**src/sv/sfd_pkg.sv**
```systemverilog
// shared constants, codes and transaction types of the steering decider
// no dependencies
package sfd_pkg;

   // sample and averaging widths
   localparam int SAMPLE_BITS   = 12;
   localparam int SENSOR_BITS   = 12;
   localparam int PRIME_SAMPLES = 10;
   localparam int AVG_COUNT     = 5;
   localparam int SUM_BITS      = 15;
   localparam int RECIP         = 52429;
   localparam int RECIP_SHIFT   = 18;
   localparam int PROD_BITS     = SUM_BITS + 17;
   localparam logic [SAMPLE_BITS-1:0] SAMPLE_MASK = SAMPLE_BITS'((1 << SENSOR_BITS) - 1);

   // result list sizing
   localparam int MAX_RES     = 5;
   localparam int CNT_BITS    = 3;
   localparam int QUEUE_DEPTH = 2;
   localparam int QPTR_BITS   = 1;

   // modes and followed sides
   localparam logic [1:0] MODE_OFF    = 2'd0;
   localparam logic [1:0] MODE_OBJECT = 2'd1;
   localparam logic [1:0] MODE_WALL   = 2'd2;
   localparam logic [1:0] MODE_RSVD   = 2'd3;
   localparam logic [1:0] SIDE_LEFT   = 2'd1;
   localparam logic [1:0] SIDE_RIGHT  = 2'd2;

   // motor commands
   localparam logic [3:0] CMD_STOP        = 4'd0;
   localparam logic [3:0] CMD_FWD         = 4'd1;
   localparam logic [3:0] CMD_BACK        = 4'd2;
   localparam logic [3:0] CMD_TURN_BACK_R = 4'd3;
   localparam logic [3:0] CMD_TURN_BACK_L = 4'd4;
   localparam logic [3:0] CMD_TURN_FWD_L  = 4'd5;
   localparam logic [3:0] CMD_TURN_FWD_R  = 4'd6;
   localparam logic [3:0] CMD_PIVOT_L     = 4'd7;
   localparam logic [3:0] CMD_PIVOT_R     = 4'd8;
   localparam logic [3:0] CMD_RW_STEER_L  = 4'd9;
   localparam logic [3:0] CMD_RW_STEER_R  = 4'd10;
   localparam logic [3:0] CMD_LW_STEER_L  = 4'd11;
   localparam logic [3:0] CMD_LW_STEER_R  = 4'd12;
   localparam logic [3:0] CMD_NONE        = 4'd13;

   // led colours
   localparam logic [2:0] LED_KEEP   = 3'd0;
   localparam logic [2:0] LED_RED    = 3'd1;
   localparam logic [2:0] LED_GREEN  = 3'd2;
   localparam logic [2:0] LED_BLUE   = 3'd3;
   localparam logic [2:0] LED_PURPLE = 3'd4;
   localparam logic [2:0] LED_CYAN   = 3'd5;
   localparam logic [2:0] LED_ORANGE = 3'd6;

   // hold times in 10 ms units
   localparam logic [5:0] HOLD_NONE   = 6'd0;
   localparam logic [5:0] HOLD_LOOP   = 6'd8;
   localparam logic [5:0] HOLD_CORNER = 6'd40;

   // motion and turn states
   localparam logic [1:0] MOTION_IDLE  = 2'd0;
   localparam logic [1:0] MOTION_FWD   = 2'd1;
   localparam logic [1:0] MOTION_CLOSE = 2'd2;
   localparam logic [1:0] TURN_NONE    = 2'd0;
   localparam logic [1:0] TURN_RIGHT   = 2'd1;
   localparam logic [1:0] TURN_LEFT    = 2'd2;

   // one result item
   typedef struct packed {
      logic [3:0] cmd;
      logic [2:0] led;
      logic [5:0] hold;
   } item_type;

   // one decision's result list, last item is cnt-1
   typedef struct packed {
      logic [CNT_BITS-1:0]     cnt;
      item_type [MAX_RES-1:0]  items;
   } desc_type;

endpackage

```
**src/sv/sfd_front.sv**
```systemverilog
// front part: accepts sample transactions, primes, sums, averages and decides
// depends on sfd_pkg; queues one result list per decision or mode change
module sfd_front (
   input  logic                            clock,
   input  logic                            reset,
   input  logic                            req_valid,
   output logic                            req_ready,
   input  logic [1:0]                      req_mode,
   input  logic [sfd_pkg::SAMPLE_BITS-1:0] req_left_sample,
   input  logic [sfd_pkg::SAMPLE_BITS-1:0] req_front_sample,
   input  logic [sfd_pkg::SAMPLE_BITS-1:0] req_right_sample,
   input  logic [1:0]                      followed_side,
   input  logic                            q_full,
   output logic                            push,
   output sfd_pkg::desc_type               push_desc
);

   typedef struct packed {
      logic       mc;
      logic       prime;
      logic       decide;
      logic       wall;
      logic [3:0] mc_cmd;
      logic [2:0] mc_led;
   } op_type;

   localparam int SB = sfd_pkg::SAMPLE_BITS;

   // append one item unless the list is full
   function automatic sfd_pkg::desc_type put(sfd_pkg::desc_type d, logic [3:0] c,
                                             logic [2:0] l, logic [5:0] h);
      sfd_pkg::desc_type r;
      r = d;
      if (r.cnt < sfd_pkg::CNT_BITS'(sfd_pkg::MAX_RES)) begin
         r.items[r.cnt] = '{cmd: c, led: l, hold: h};
         r.cnt = r.cnt + 1'b1;
      end
      return r;
   endfunction

   // close a list: empty gets a no-change item, last item takes the hold
   function automatic sfd_pkg::desc_type finish(sfd_pkg::desc_type d, logic [5:0] h);
      sfd_pkg::desc_type r;
      r = d;
      if (r.cnt == '0) begin
         r = put(r, sfd_pkg::CMD_NONE, sfd_pkg::LED_KEEP, sfd_pkg::HOLD_NONE);
      end
      r.items[r.cnt - 1'b1].hold = h;
      return r;
   endfunction

   function automatic logic [SB-1:0] absdiff(logic [SB-1:0] a, logic [SB-1:0] b);
      return (a > b) ? a - b : b - a;
   endfunction

   logic adv;
   logic accept;
   assign adv       = !q_full;
   assign req_ready = adv;
   assign accept    = req_valid && adv;

   // accept stage state
   logic [1:0]                   mode_ff, mode_in;
   logic [3:0]                   cnt_ff, cnt_in;
   logic                         primed_ff, primed_in;
   logic [sfd_pkg::SUM_BITS-1:0] sum_ff [3];
   logic [sfd_pkg::SUM_BITS-1:0] sum_in [3];
   op_type                       a_op;
   logic [sfd_pkg::SUM_BITS-1:0] a_val [3];
   logic [SB-1:0]                smp [3];
   logic [1:0]                   mode_eff;

   assign smp[0]   = req_left_sample  & sfd_pkg::SAMPLE_MASK;
   assign smp[1]   = req_front_sample & sfd_pkg::SAMPLE_MASK;
   assign smp[2]   = req_right_sample & sfd_pkg::SAMPLE_MASK;
   assign mode_eff = (req_mode == sfd_pkg::MODE_RSVD) ? sfd_pkg::MODE_OFF : req_mode;

   // classify the transaction: mode change, priming, summing or decision
   always_comb begin
      logic [3:0]                   nxt_cnt;
      logic [sfd_pkg::SUM_BITS-1:0] sum_n [3];
      mode_in   = mode_ff;
      cnt_in    = cnt_ff;
      primed_in = primed_ff;
      sum_in    = sum_ff;
      a_op      = '0;
      nxt_cnt   = '0;
      for (int i = 0; i < 3; i++) begin
         a_val[i] = sfd_pkg::SUM_BITS'(smp[i]);
         sum_n[i] = sum_ff[i] + sfd_pkg::SUM_BITS'(smp[i]);
      end
      if (accept) begin
         if (mode_eff != mode_ff) begin
            a_op.mc     = 1'b1;
            a_op.mc_cmd = (mode_ff == sfd_pkg::MODE_WALL) ? sfd_pkg::CMD_STOP
                                                          : sfd_pkg::CMD_NONE;
            if (mode_eff == sfd_pkg::MODE_OBJECT) begin
               a_op.mc_led = sfd_pkg::LED_BLUE;
            end else if (mode_eff == sfd_pkg::MODE_WALL) begin
               a_op.mc_led = sfd_pkg::LED_GREEN;
            end else begin
               a_op.mc_led = (mode_ff == sfd_pkg::MODE_WALL) ? sfd_pkg::LED_GREEN
                                                             : sfd_pkg::LED_BLUE;
            end
            mode_in   = mode_eff;
            cnt_in    = '0;
            primed_in = 1'b0;
            for (int i = 0; i < 3; i++) begin
               sum_in[i] = '0;
               sum_n[i]  = sfd_pkg::SUM_BITS'(smp[i]);
            end
         end
         a_op.wall = (mode_eff == sfd_pkg::MODE_WALL);
         if (mode_eff != sfd_pkg::MODE_OFF) begin
            nxt_cnt = cnt_in + 4'd1;
            if (!primed_in) begin
               if (nxt_cnt >= 4'(sfd_pkg::PRIME_SAMPLES)) begin
                  a_op.prime = 1'b1;
                  primed_in  = 1'b1;
                  cnt_in     = '0;
                  for (int i = 0; i < 3; i++) sum_in[i] = '0;
               end else begin
                  cnt_in = nxt_cnt;
               end
            end else if (nxt_cnt >= 4'(sfd_pkg::AVG_COUNT)) begin
               a_op.decide = 1'b1;
               cnt_in      = '0;
               for (int i = 0; i < 3; i++) begin
                  a_val[i]  = sum_n[i];
                  sum_in[i] = '0;
               end
            end else begin
               cnt_in = nxt_cnt;
               sum_in = sum_n;
            end
         end
      end
   end

   always_ff @(posedge clock) begin
      if (reset) begin
         mode_ff   <= sfd_pkg::MODE_OFF;
         cnt_ff    <= '0;
         primed_ff <= 1'b0;
         for (int i = 0; i < 3; i++) sum_ff[i] <= '0;
      end else begin
         mode_ff   <= mode_in;
         cnt_ff    <= cnt_in;
         primed_ff <= primed_in;
         sum_ff    <= sum_in;
      end
   end

   // stage 1 register
   logic                         s1_valid_ff;
   op_type                       s1_op_ff;
   logic [sfd_pkg::SUM_BITS-1:0] s1_val_ff [3];

   always_ff @(posedge clock) begin
      if (reset) begin
         s1_valid_ff <= 1'b0;
      end else if (adv) begin
         s1_valid_ff <= accept && (a_op.mc || a_op.prime || a_op.decide);
      end
   end

   always_ff @(posedge clock) begin
      if (adv) begin
         s1_op_ff  <= a_op;
         s1_val_ff <= a_val;
      end
   end

   // stage 2: divide decision sums by five through a reciprocal multiply, pass other values through
   logic                          s2_valid_ff;
   op_type                        s2_op_ff;
   logic [SB-1:0]                 s2_val_ff [3];
   logic [sfd_pkg::PROD_BITS-1:0] prod [3];

   always_comb begin
      for (int i = 0; i < 3; i++) begin
         prod[i] = sfd_pkg::PROD_BITS'(s1_val_ff[i]) * sfd_pkg::PROD_BITS'(sfd_pkg::RECIP);
      end
   end

   always_ff @(posedge clock) begin
      if (reset) begin
         s2_valid_ff <= 1'b0;
      end else if (adv) begin
         s2_valid_ff <= s1_valid_ff;
      end
   end

   always_ff @(posedge clock) begin
      if (adv) begin
         s2_op_ff <= s1_op_ff;
         for (int i = 0; i < 3; i++) begin
            s2_val_ff[i] <= s1_op_ff.decide ? prod[i][sfd_pkg::RECIP_SHIFT +: SB]
                                            : s1_val_ff[i][SB-1:0];
         end
      end
   end

   // stage 3: decision state and result list
   logic [SB-1:0] prev_ff [3];
   logic [SB-1:0] prev_in [3];
   logic [1:0]    motion_ff, motion_in;
   logic [1:0]    turn_ff, turn_in;
   logic [7:0]    hcnt_ff, hcnt_in;
   sfd_pkg::desc_type d;

   always_comb begin
      logic [SB-1:0]        l, f, r;
      logic [SB-1:0]        dl, dr;
      logic [SB:0]          r2, l3, r3;
      logic signed [SB+1:0] lr;
      logic [7:0]           hc;
      logic                 cond_r, cond_l, corner_r, corner_l;
      l = s2_val_ff[0];
      f = s2_val_ff[1];
      r = s2_val_ff[2];
      dl = absdiff(l, prev_ff[0]);
      dr = absdiff(r, prev_ff[2]);
      r2 = (r > SB'(100)) ? {1'b0, r} + (SB+1)'(180) : {1'b0, r};
      lr = $signed({2'b00, l}) - $signed({1'b0, r2});
      hc = hcnt_ff + 8'd1;
      cond_r = (lr > (SB+2)'(300) && l > SB'(2100)) || ({1'b0, l} > r2 + (SB+1)'(400));
      cond_l = (lr < -(SB+2)'(200) && r2 > (SB+1)'(1610)) || (r2 + (SB+1)'(300) < {1'b0, l});
      l3 = (l > SB'(100)) ? {1'b0, l} + (SB+1)'(100) : {1'b0, l};
      r3 = (r > SB'(100)) ? {1'b0, r} + (SB+1)'(100) : {1'b0, r};
      corner_r = followed_side == sfd_pkg::SIDE_RIGHT && f > SB'(2585) && r > SB'(1490);
      corner_l = followed_side == sfd_pkg::SIDE_LEFT && f > SB'(2585) && l > SB'(1700);

      d         = '0;
      prev_in   = prev_ff;
      motion_in = motion_ff;
      turn_in   = turn_ff;
      hcnt_in   = hcnt_ff;

      if (s2_valid_ff) begin
         // mode change restarts motion tracking
         if (s2_op_ff.mc) begin
            d = put(d, s2_op_ff.mc_cmd, s2_op_ff.mc_led, sfd_pkg::HOLD_NONE);
            d = finish(d, sfd_pkg::HOLD_NONE);
            motion_in = sfd_pkg::MOTION_IDLE;
         end
         // end of priming loads the previous-average register with the last priming sample
         if (s2_op_ff.prime) begin
            prev_in = s2_val_ff;
         end
         if (s2_op_ff.decide) begin
            prev_in = s2_val_ff;
            if (!s2_op_ff.wall) begin
               // object follower
               if (dl > SB'(400) || dr > SB'(550)) begin
                  d = put(d, sfd_pkg::CMD_STOP, sfd_pkg::LED_RED, sfd_pkg::HOLD_NONE);
               end else if (f > SB'(2585) || l > SB'(2660) || r > SB'(2485)) begin
                  if (motion_ff != sfd_pkg::MOTION_CLOSE) begin
                     d = put(d, sfd_pkg::CMD_STOP, sfd_pkg::LED_PURPLE, sfd_pkg::HOLD_NONE);
                     motion_in = sfd_pkg::MOTION_CLOSE;
                  end
               end else begin
                  if (f < SB'(1600) && f > SB'(675)) begin
                     if (motion_ff != sfd_pkg::MOTION_FWD) begin
                        d = put(d, sfd_pkg::CMD_FWD, sfd_pkg::LED_GREEN, sfd_pkg::HOLD_NONE);
                        motion_in = sfd_pkg::MOTION_FWD;
                     end
                  end
                  if (cond_r) begin
                     hcnt_in = hc;
                     if (hc > 8'd2 || turn_ff != sfd_pkg::TURN_RIGHT) begin
                        d = put(d, sfd_pkg::CMD_TURN_BACK_R, sfd_pkg::LED_CYAN,
                                sfd_pkg::HOLD_NONE);
                        turn_in = sfd_pkg::TURN_RIGHT;
                        hcnt_in = '0;
                     end
                  end else if (cond_l) begin
                     hcnt_in = hc;
                     if (hc > 8'd2 || turn_ff != sfd_pkg::TURN_LEFT) begin
                        d = put(d, sfd_pkg::CMD_TURN_BACK_L, sfd_pkg::LED_ORANGE,
                                sfd_pkg::HOLD_NONE);
                        turn_in = sfd_pkg::TURN_LEFT;
                        hcnt_in = '0;
                     end
                  end else begin
                     turn_in = sfd_pkg::TURN_NONE;
                     hcnt_in = '0;
                  end
                  // forward trims
                  if ((l < SB'(1800) && l > SB'(680)) ||
                      (r2 < (SB+1)'(1840) && r2 > (SB+1)'(490))) begin
                     if (l < SB'(1880) && l > SB'(760)) begin
                        d = put(d, sfd_pkg::CMD_TURN_FWD_L, sfd_pkg::LED_BLUE,
                                sfd_pkg::HOLD_NONE);
                        motion_in = sfd_pkg::MOTION_IDLE;
                     end
                     if (r2 < (SB+1)'(1890) && r2 > (SB+1)'(490)) begin
                        d = put(d, sfd_pkg::CMD_TURN_FWD_R, sfd_pkg::LED_BLUE,
                                sfd_pkg::HOLD_NONE);
                        motion_in = sfd_pkg::MOTION_IDLE;
                     end
                  end
               end
               d = finish(d, sfd_pkg::HOLD_LOOP);
            end else if (corner_r || corner_l) begin
               // corner: stop, back up, stop, pivot, stop
               d = put(d, sfd_pkg::CMD_STOP, sfd_pkg::LED_RED, sfd_pkg::HOLD_NONE);
               d = put(d, sfd_pkg::CMD_BACK, sfd_pkg::LED_KEEP, sfd_pkg::HOLD_CORNER);
               d = put(d, sfd_pkg::CMD_STOP, sfd_pkg::LED_KEEP, sfd_pkg::HOLD_NONE);
               d = put(d, corner_r ? sfd_pkg::CMD_PIVOT_L : sfd_pkg::CMD_PIVOT_R,
                       sfd_pkg::LED_KEEP, sfd_pkg::HOLD_CORNER);
               d = put(d, sfd_pkg::CMD_STOP, sfd_pkg::LED_GREEN, sfd_pkg::HOLD_NONE);
               d = finish(d, sfd_pkg::HOLD_NONE);
            end else begin
               // wall steering by followed side
               if (followed_side == sfd_pkg::SIDE_RIGHT) begin
                  if (r3 > (SB+1)'(2010)) begin
                     d = put(d, sfd_pkg::CMD_RW_STEER_L, sfd_pkg::LED_ORANGE,
                             sfd_pkg::HOLD_NONE);
                  end else begin
                     d = put(d, sfd_pkg::CMD_RW_STEER_R, sfd_pkg::LED_CYAN,
                             sfd_pkg::HOLD_NONE);
                  end
               end else if (followed_side == sfd_pkg::SIDE_LEFT) begin
                  if (l3 > (SB+1)'(2300)) begin
                     d = put(d, sfd_pkg::CMD_LW_STEER_R, sfd_pkg::LED_ORANGE,
                             sfd_pkg::HOLD_NONE);
                  end else begin
                     d = put(d, sfd_pkg::CMD_LW_STEER_L, sfd_pkg::LED_CYAN,
                             sfd_pkg::HOLD_NONE);
                  end
               end
               d = finish(d, sfd_pkg::HOLD_LOOP);
            end
         end
      end
   end

   assign push      = adv && s2_valid_ff && (s2_op_ff.mc || s2_op_ff.decide);
   assign push_desc = d;

   always_ff @(posedge clock) begin
      if (reset) begin
         for (int i = 0; i < 3; i++) prev_ff[i] <= '0;
         motion_ff <= sfd_pkg::MOTION_IDLE;
         turn_ff   <= sfd_pkg::TURN_NONE;
         hcnt_ff   <= '0;
      end else if (adv) begin
         prev_ff   <= prev_in;
         motion_ff <= motion_in;
         turn_ff   <= turn_in;
         hcnt_ff   <= hcnt_in;
      end
   end

endmodule

```
**src/sv/sfd_queue.sv**
```systemverilog
// short queue of result lists between the front and the back
// depends on sfd_pkg
module sfd_queue (
   input  logic              clock,
   input  logic              reset,
   input  logic              push,
   input  sfd_pkg::desc_type push_desc,
   output logic              full,
   input  logic              pop,
   output logic              valid,
   output sfd_pkg::desc_type head
);

   sfd_pkg::desc_type               entry_ff [sfd_pkg::QUEUE_DEPTH];
   logic [sfd_pkg::QPTR_BITS-1:0]   wr_ptr_ff;
   logic [sfd_pkg::QPTR_BITS-1:0]   rd_ptr_ff;
   logic [sfd_pkg::QPTR_BITS:0]     count_ff;

   assign full  = (count_ff == (sfd_pkg::QPTR_BITS+1)'(sfd_pkg::QUEUE_DEPTH));
   assign valid = (count_ff != '0);
   assign head  = entry_ff[rd_ptr_ff];

   // pointers and fill level
   always_ff @(posedge clock) begin
      if (reset) begin
         wr_ptr_ff <= '0;
         rd_ptr_ff <= '0;
         count_ff  <= '0;
      end else begin
         if (push) wr_ptr_ff <= wr_ptr_ff + 1'b1;
         if (pop)  rd_ptr_ff <= rd_ptr_ff + 1'b1;
         if (push && !pop) begin
            count_ff <= count_ff + 1'b1;
         end else if (pop && !push) begin
            count_ff <= count_ff - 1'b1;
         end
      end
   end

   // entry storage
   always_ff @(posedge clock) begin
      if (push) entry_ff[wr_ptr_ff] <= push_desc;
   end

endmodule

```
**src/sv/sfd_back.sv**
```systemverilog
// back part: walks a result list, one result transaction per unstalled cycle
// depends on sfd_pkg; output register decouples the receiver
module sfd_back (
   input  logic              clock,
   input  logic              reset,
   input  logic              q_valid,
   input  sfd_pkg::desc_type q_head,
   output logic              q_pop,
   output logic              rsp_valid,
   input  logic              rsp_ready,
   output logic [3:0]        rsp_motor_command,
   output logic [2:0]        rsp_led_colour,
   output logic [5:0]        rsp_hold_time,
   output logic              rsp_last_of_decision
);

   logic                            busy_ff;
   sfd_pkg::desc_type               desc_ff;
   logic [sfd_pkg::CNT_BITS-1:0]    idx_ff;
   logic                            valid_ff;
   sfd_pkg::item_type               item_ff;
   logic                            last_ff;
   logic                            out_load;
   logic                            at_last;
   logic                            take;

   assign out_load = busy_ff && (!valid_ff || rsp_ready);
   assign at_last  = (idx_ff == desc_ff.cnt - 1'b1);
   assign take     = !busy_ff || (out_load && at_last);
   assign q_pop    = q_valid && take;

   // list walker
   always_ff @(posedge clock) begin
      if (reset) begin
         busy_ff <= 1'b0;
         idx_ff  <= '0;
      end else if (q_pop) begin
         busy_ff <= 1'b1;
         idx_ff  <= '0;
      end else if (out_load) begin
         if (at_last) begin
            busy_ff <= 1'b0;
         end
         idx_ff <= idx_ff + 1'b1;
      end
   end

   always_ff @(posedge clock) begin
      if (q_pop) desc_ff <= q_head;
   end

   // output register
   always_ff @(posedge clock) begin
      if (reset) begin
         valid_ff <= 1'b0;
      end else if (out_load) begin
         valid_ff <= 1'b1;
      end else if (rsp_ready) begin
         valid_ff <= 1'b0;
      end
   end

   always_ff @(posedge clock) begin
      if (out_load) begin
         item_ff <= desc_ff.items[idx_ff];
         last_ff <= at_last;
      end
   end

   assign rsp_valid            = valid_ff;
   assign rsp_motor_command    = item_ff.cmd;
   assign rsp_led_colour       = item_ff.led;
   assign rsp_hold_time        = item_ff.hold;
   assign rsp_last_of_decision = last_ff;

endmodule

```
**src/sv/ir_follower_steering_decider.sv**
```systemverilog
// top level of the three-sensor steering decider
// depends on sfd_pkg, sfd_front, sfd_queue and sfd_back
//
// usage:
//   req_* carries one transaction per sensor triple: mode plus left, front and
//   right ADC counts. rsp_* returns motor command items with led colour and
//   hold time; rsp_last_of_decision marks the final item of one decision.
//   csr_write_enable/csr_write_data set the followed wall side (reset: right).
// timing:
//   while the queue is not full, the front takes one transaction per cycle
//   through a three-stage pipeline (classify/sum, divide-by-five multiply,
//   decision). each result list then waits in a two-entry queue between
//   front and back, is loaded into the back's list register and leaves item
//   by item through the output register, one item per cycle while rsp_ready
//   is high. a decision holds 1 to 5 items.
// reset:
//   synchronous, active high; clears mode, priming, sums, motion and turn
//   state, the queue and the output register.
// stall:
//   when the receiver holds rsp_ready low the output item holds; once the
//   queue fills, req_ready drops until the back drains a list.
module ir_follower_steering_decider (
   input  logic                            clock,
   input  logic                            reset,
   input  logic                            req_valid,
   output logic                            req_ready,
   input  logic [1:0]                      req_mode,
   input  logic [sfd_pkg::SAMPLE_BITS-1:0] req_left_sample,
   input  logic [sfd_pkg::SAMPLE_BITS-1:0] req_front_sample,
   input  logic [sfd_pkg::SAMPLE_BITS-1:0] req_right_sample,
   output logic                            rsp_valid,
   input  logic                            rsp_ready,
   output logic [3:0]                      rsp_motor_command,
   output logic [2:0]                      rsp_led_colour,
   output logic [5:0]                      rsp_hold_time,
   output logic                            rsp_last_of_decision,
   input  logic                            csr_write_enable,
   input  logic [1:0]                      csr_write_data
);

   logic [1:0]        side_ff;
   logic              q_full;
   logic              q_push;
   logic              q_pop;
   logic              q_valid;
   sfd_pkg::desc_type q_in;
   sfd_pkg::desc_type q_head;

   // followed side register
   always_ff @(posedge clock) begin
      if (reset) begin
         side_ff <= sfd_pkg::SIDE_RIGHT;
      end else if (csr_write_enable) begin
         side_ff <= csr_write_data;
      end
   end

   sfd_front u_front (
      .clock            (clock),
      .reset            (reset),
      .req_valid        (req_valid),
      .req_ready        (req_ready),
      .req_mode         (req_mode),
      .req_left_sample  (req_left_sample),
      .req_front_sample (req_front_sample),
      .req_right_sample (req_right_sample),
      .followed_side    (side_ff),
      .q_full           (q_full),
      .push             (q_push),
      .push_desc        (q_in)
   );

   sfd_queue u_queue (
      .clock     (clock),
      .reset     (reset),
      .push      (q_push),
      .push_desc (q_in),
      .full      (q_full),
      .pop       (q_pop),
      .valid     (q_valid),
      .head      (q_head)
   );

   sfd_back u_back (
      .clock                (clock),
      .reset                (reset),
      .q_valid              (q_valid),
      .q_head               (q_head),
      .q_pop                (q_pop),
      .rsp_valid            (rsp_valid),
      .rsp_ready            (rsp_ready),
      .rsp_motor_command    (rsp_motor_command),
      .rsp_led_colour       (rsp_led_colour),
      .rsp_hold_time        (rsp_hold_time),
      .rsp_last_of_decision (rsp_last_of_decision)
   );

endmodule

```
**config.mk**
```make
export PLATFORM = sky130hd
export DESIGN_NAME = ir_follower_steering_decider
export DESIGN_NICKNAME = d
export VERILOG_FILES = /design/src/sv/sfd_pkg.sv /design/src/sv/sfd_front.sv /design/src/sv/sfd_queue.sv /design/src/sv/sfd_back.sv /design/src/sv/ir_follower_steering_decider.sv
export SDC_FILE = /design/constraint.sdc
export NUM_CORES = 2
export LEC_CHECK = 0
export BUFFER_PORTS_ARGS = -buffer_cell sky130_fd_sc_hd__buf_2
export CAP_MARGIN = 20
export CORE_MARGIN = 5
export CORE_UTILIZATION = 35
export CTS_CLUSTER_DIAMETER = 40
export DETAILED_ROUTE_END_ITERATION = 10
export PLACE_DENSITY_LB_ADDON = 0.12
export REMOVE_ABC_BUFFERS = 1
export SLEW_MARGIN = 25
export SYNTH_ARGS = -nofsm -noshare
export SYNTH_HDL_FRONTEND = slang
export SYNTH_HIERARCHICAL = 1
export SYNTH_SLANG_ARGS = --single-unit
```
**constraint.sdc**
```tcl
create_clock -name clock -period 19.91 [get_ports clock]
set_input_delay 0.9955 -clock clock [delete_from_list [all_inputs] [get_ports clock]]
set_output_delay 0.9955 -clock clock [all_outputs]
set_load 0.01 [all_outputs]
```
* After elaboration in Yosys (flattened, before gate mapping)
Memories as Yosys holds them, arrays and structs flattened. A register that Yosys moved wholly into a read port is not among the register bits. Index checks and enable logic that the tools add are counted.
Word-level totals: memories kept 1, bits in registers 218, RAM bits 136, output and inout bits 16, input bits 45
Operators by class: add/subtract/negate cells 37, magnitude comparators 76, multipliers 3, reductions and logical operators 75, equal/unequal tests 15, bitwise gates (word level) 59, mux-type cells 216
Memories:
- u_queue.entry_ff | words 2, bits a word 68, read ports 1, clocked after Yosys merged registers in 1, write ports 1, line sfd_queue.sv:14 | sfd_pkg::desc_type entry_ff [sfd_pkg::QUEUE_DEPTH];
Operators with widths (number):
- $mux W68 | 101
- $demux W13 S3 | 16
- $bwmux W65 | 5
- $not A50 Y50 | 6
- $and A45 B45 Y45 | 6
- $mux W45 | 6
- $not A45 Y45 | 6
- $and A50 B50 Y50 | 5
- $mux W13 | 18
- $and A60 B60 Y60 | 3
- $not A60 Y60 | 3
- $mux W42 | 4
- $or A20 B20 Y20 | 6
- $mul A15 B16 Y30 const B | 3
- $or A15 B15 Y15 | 5
- $mux W36 | 2
- $lt A3 B4 Y1 const B | 17
- $and A65 B65 Y65 | 1
- $not A65 Y65 | 1
- $mux W12 | 5
- $and A55 B55 Y55 | 1
- $not A55 Y55 | 1
- $and A10 B50 Y50 | 1
- $ge A3 B1 Y1 const B | 16
- other kinds (67) | 243

* Depth between registers and ports, before layout
depth in word-level cells 97, gate-level depth with buffers 41, mapped depth without buffers 38

* Modules after synthesis
Netlist, hierarchy kept.
Modules (own cells, without submodules):
- sfd_front | times used 1, sequential area each 4624.4 um^2, cells each 3030, area each 26188.9 um^2
- sfd_queue | times used 1, sequential area each 4184.0 um^2, cells each 234, area each 5205.0 um^2
- sfd_back | times used 1, sequential area each 2562.5 um^2, cells each 175, area each 3259.4 um^2
- ir_follower_steering_decider | times used 1, sequential area each 40.0 um^2, cells each 6, area each 68.8 um^2

* Worst setup path before layout
No wires, ideal clock.
path type flip-flop to flip-flop, from register u_front/s2_val_ff[2] in the netlist's numbering, to memory u_queue/entry_ff[0][16] in the netlist's numbering (data pin), data arrival time 7.755 ns, path buffers 3, library setup time 0.265 ns, cell stages (with the launch flop) 33, slack 11.889 ns, period minus slack after synthesis 8.021 ns, path through edfxtp_1 -> buf_2 -> inv_1 -> ha_1 -> nand2b_1 -> nand3_1 -> o21a_1 -> o31ai_2 -> ha_1 -> clkbuf_1 -> o41a_1 -> maj3_2 -> mux2_2 -> a31oi_1 -> a2111oi_2 -> a211oi_4 -> nor3_4 -> mux2_4 -> inv_2 -> ha_1 -> a21oi_1 -> mux2i_1 -> ha_1 -> nand2_1 -> and3_1 -> a211oi_1 -> o31ai_4 -> o211a_1 -> buf_4 -> nor2_2 -> ha_1 -> and3_1 -> a311o_1
RTL lines:
- start, declared | line sfd_front.sv:177 | logic [SB-1:0] s2_val_ff [3];
- start signal, assigned by index | line sfd_front.sv:198 | s2_val_ff[i] <= s1_op_ff.decide ? prod[i][sfd_pkg::RECIP_SHIFT +: SB]
- end, declared | line sfd_queue.sv:14

==> out/metrics.yaml <==
sta:
  finalSetupViolations: 0
  fmax_ghz: 0.106
  setup_ws_ns: 10.50
  tightestPinTransition_ns: 1.01
  finalMaxSlewViolations: 0
  final_hold_viol_count: 0
  slew_headroom_pct: 32.7
  fin_worst_skew_ns: 0.0437
  hold_ws_ns: 0.415
  setup_tns_ns: 0
  min_period_over_period_pct: 47.3
  rsz0062_at_grt: "no"
  layout_min_cycle_time_ns: 9.41
clock_tree:
  clockBufferDepth: 3
  post-cts-setup-buffers: 0
  cts-resized-gates: 0
  cts_hold_buf: 0
  clk_latency_ns: 0.64
  clk_pin_slew_ns: 0.05
  tritoncts: "yes"
  root_buffer: "clkbuf_16"
  htreeDepth: 3
  cts_sinks: 414
  cts_buffers: 78
route:
  drt-total-wl_mm: 85.5
  dr.pass1.iters: 6
  wl_per_cell_um: 17.6
  drtIter0Drc: 1353
  vias_per_cell: 5.06
  wl_met1_mm: 41.8
  highest_layer: "met5"
  post-route-drc-count: 0
  drt.antenna.violating_nets: 0
  met3_length_mm: 3.39
  dr_total_vias: 24600
  dr_wl_met2_mm: 38.2
logic_synthesis:
  synth-edff-count: 312
  synth.mux.area_fraction_pct: 4.96
  synth-xor-area-share_pct: 3.30
  synth_seq_cells: 414
  synthFlopType: "edfxtp_1"
  synth_top_family_by_area: "adder cells"
  avgSynthCellArea_um2: 10.1
  synth-adder-area-share_pct: 27.6
  synthSimpleGateAreaFrac_pct: 11.1
  syn-cell-area_um2: 34700
  yosysWarnings: 6
  synth-compound-area-share_pct: 13.5
  yosysUniqueCellTypes: 109
  synth_cells: 3445
  synthArstFlopShare_pct: 0
  yosysSeqAreaShare_pct: 32.9
floorplanning:
  fp.dieArea_um2: 106000
  floorplan.rows: 115
  core_area_um2: 98400
  fp.dieH_um: 325
  ios: 61
  start_util_pct: 35.3
  die_x_um: 325
layout:
  final_cell_mix: "ha_1, inv_1, edfxtp_1, nand2_1, a21oi_1"
  fillerInstances: 9844
  seqCellArea_um2: 11400
  multi_input_area_um2: 21100
  nets: 4193
  layout.cells.non_filler: 4849
  drive_above_1_share_pct: 11.1
  layout.cells.most_common: "ha_1"
  syn_to_final_growth_pct: 12.3
outcome:
  status: "completed"
critical_path:
  startpoint_type: "register"
  worstPathRequired_ns: 20.35
  regToRegSetupSlack_ns: 10.50
  r2r_cells: 35
  cp_max_fo: 14
  path_class: "register to register"
  cp-end-kind: "register"
  worstPathArrival_ns: 9.85
  cp_slowest_stage_delay_ns: 0.64
  crit_path_frequent_cell: "ha_1"
  crit_slowest_cell: "edfxtp_1"
  timing.rr.end: "u_queue/entry_ff[1][42]"
  reg2reg_from: "u_front/s2_val_ff[2]"
place:
  placement.io_buffers: 60
  preCtsSetupSlack_ns: 10.60
  placed_cells: 4702
  hpwl_mm: 65.4
  place_congestion: 0.873
global_routing:
  grt_max_degree: 83
  grt_antenna_before_repair: 6
  grt_usage_pct: 16.2
  grt_pass1_vias: 25200
  grt_pass1_wl_mm: 139
  gr-total-overflow: 0
hold_path:
  hold_path_class: "register to register"
  worstHoldEndpoint: "u_front/s2_op_ff[9]"
  hold_path_depth: 0
  hp-start: "u_front/s1_op_ff[9]"
flow_run:
  maxCapViolations: 0
layer usage:
| layer | track usage, % | vias to the layer above |
|---|---|---|
| met5 | 0 | - |
| met4 | 4.41 | 4 |
| met3 | 2.69 | 129 |
| met2 | 26.1 | 393 |
| met1 | 22.8 | 11800 |
| li1 | - | 12200 |
worst max path at each step:
stage / slack [ns] / cells after the start / startpoint / endpoint
global route: 9.66 / 33 / u_front/s2_val_ff[2] / u_queue/entry_ff[1][42]
detailed placement: 10.60 / 34 / u_front/s2_val_ff[2] / u_queue/entry_ff[0][16]
CTS: 10.64 / 34 / u_front/s2_val_ff[2] / u_queue/entry_ff[1][16]
floorplan: 11.52 / 37 / u_front/s2_val_ff[2] / u_queue/entry_ff[0][16]
global placement: 10.65 / 37 / u_front/s2_val_ff[2] / u_queue/entry_ff[0][16]
finish: 10.50 / 35 / u_front/s2_val_ff[2] / u_queue/entry_ff[1][42]
flip-flops by register name, summed over array words and instances (netlist names), 2 cells and up, named ones only:
register                  cells
u_front/s1_val_ff            45
u_back/rsp_motor_command      4
u_front/prev_ff              24
u_front/hcnt_ff               8
u_back/idx_ff                 3
u_front/turn_ff               2
u_front/mode_ff               2
side_ff                       2
u_back/desc_ff               68
u_front/s2_op_ff              7
u_front/s1_op_ff              7
u_front/sum_ff               45
u_front/motion_ff             2
u_queue/entry_ff            136
u_front/cnt_ff                4
u_front/s2_val_ff            35
u_back/rsp_led_colour         3
u_back/rsp_hold_time          6
u_queue/count_ff              2
synthesized netlist by cell type, types with 8 or more instances:
cell | number | area [um^2]
fa_1 | 185 | 3700
o21bai_1 | 24 | 180
nand3b_1 | 10 | 75.1
or3_1 | 19 | 119
nand3_1 | 60 | 300
o21ai_0 | 155 | 776
nand4_1 | 14 | 87.6
nand2_1 | 271 | 1020
o21a_1 | 24 | 180
a21oi_1 | 229 | 1150
nor3_1 | 60 | 300
dfxtp_1 | 102 | 2040
a211oi_1 | 16 | 120
a31o_2 | 10 | 87.6
mux2_2 | 72 | 811
a21o_1 | 52 | 390
mux2_4 | 21 | 315
buf_2 | 16 | 80.1
o211ai_1 | 17 | 128
buf_4 | 27 | 203
o21ai_1 | 10 | 50.1
o31ai_1 | 17 | 128
or2_2 | 16 | 100
mux4_2 | 13 | 293
nor2_1 | 224 | 841
inv_1 | 437 | 1640
nand2b_1 | 15 | 93.8
nor4_1 | 10 | 62.6
a211o_1 | 9 | 78.8
a31oi_1 | 22 | 138
xor2_1 | 33 | 289
mux2i_1 | 29 | 290
ha_1 | 467 | 5840
clkbuf_1 | 85 | 319
and3_1 | 21 | 131
edfxtp_1 | 312 | 9370
o31a_1 | 8 | 70.1
and2_1 | 23 | 144
nor2b_1 | 43 | 269
o211a_1 | 8 | 80.1
o22ai_1 | 10 | 62.6
xnor2_1 | 95 | 832
kinds of logic (layout without fill, tap and decap cells):
kind of cell,Yosys count,in the layout
multiplexers,136,136
adder cells (fa/ha/maj),654,654
other,1,25
AND/OR/NAND/NOR,818,818
AO/OA/AOI/OAI,714,714
buffers and inverters,579,672
flip-flops,414,414
XOR/XNOR,129,129
area by class of cell:
cell class	count	share of cell area, %
multi-input cells	2475	54.1
flip-flops and latches	414	29.3
clock buffers	89	5.19
inverters	443	4.27
well taps	1287	4.13
clock inverters	56	1.68
repair buffers	84	1.29
diodes	1	0.00642
critical path, delay by kind of cell (launching register included):
| kind | cells | cell delay, ns |
|---|---|---|
| fa+ha+maj | 5 | 1.22 |
| mux | 2 | 0.88 |
| compound gates | 14 | 3.70 |
| xor+xnor | 1 | 0.28 |
| flops | 1 | 0.64 |
| buf+inv | 2 | 0.32 |
| simple gates | 11 | 2.22 |
stage by stage:
stage	area, um^2	util [%]
CTS	39000	39.6
detailed placement	36300	36.9
floorplan	34100	-
global placement	36300	36.8
finish	39000	39.6
global route	39000	39.6
Power is left out: the tool's default activity adds up to more than one toggle a clock period on the data nets, which glitch-free logic cannot reach.
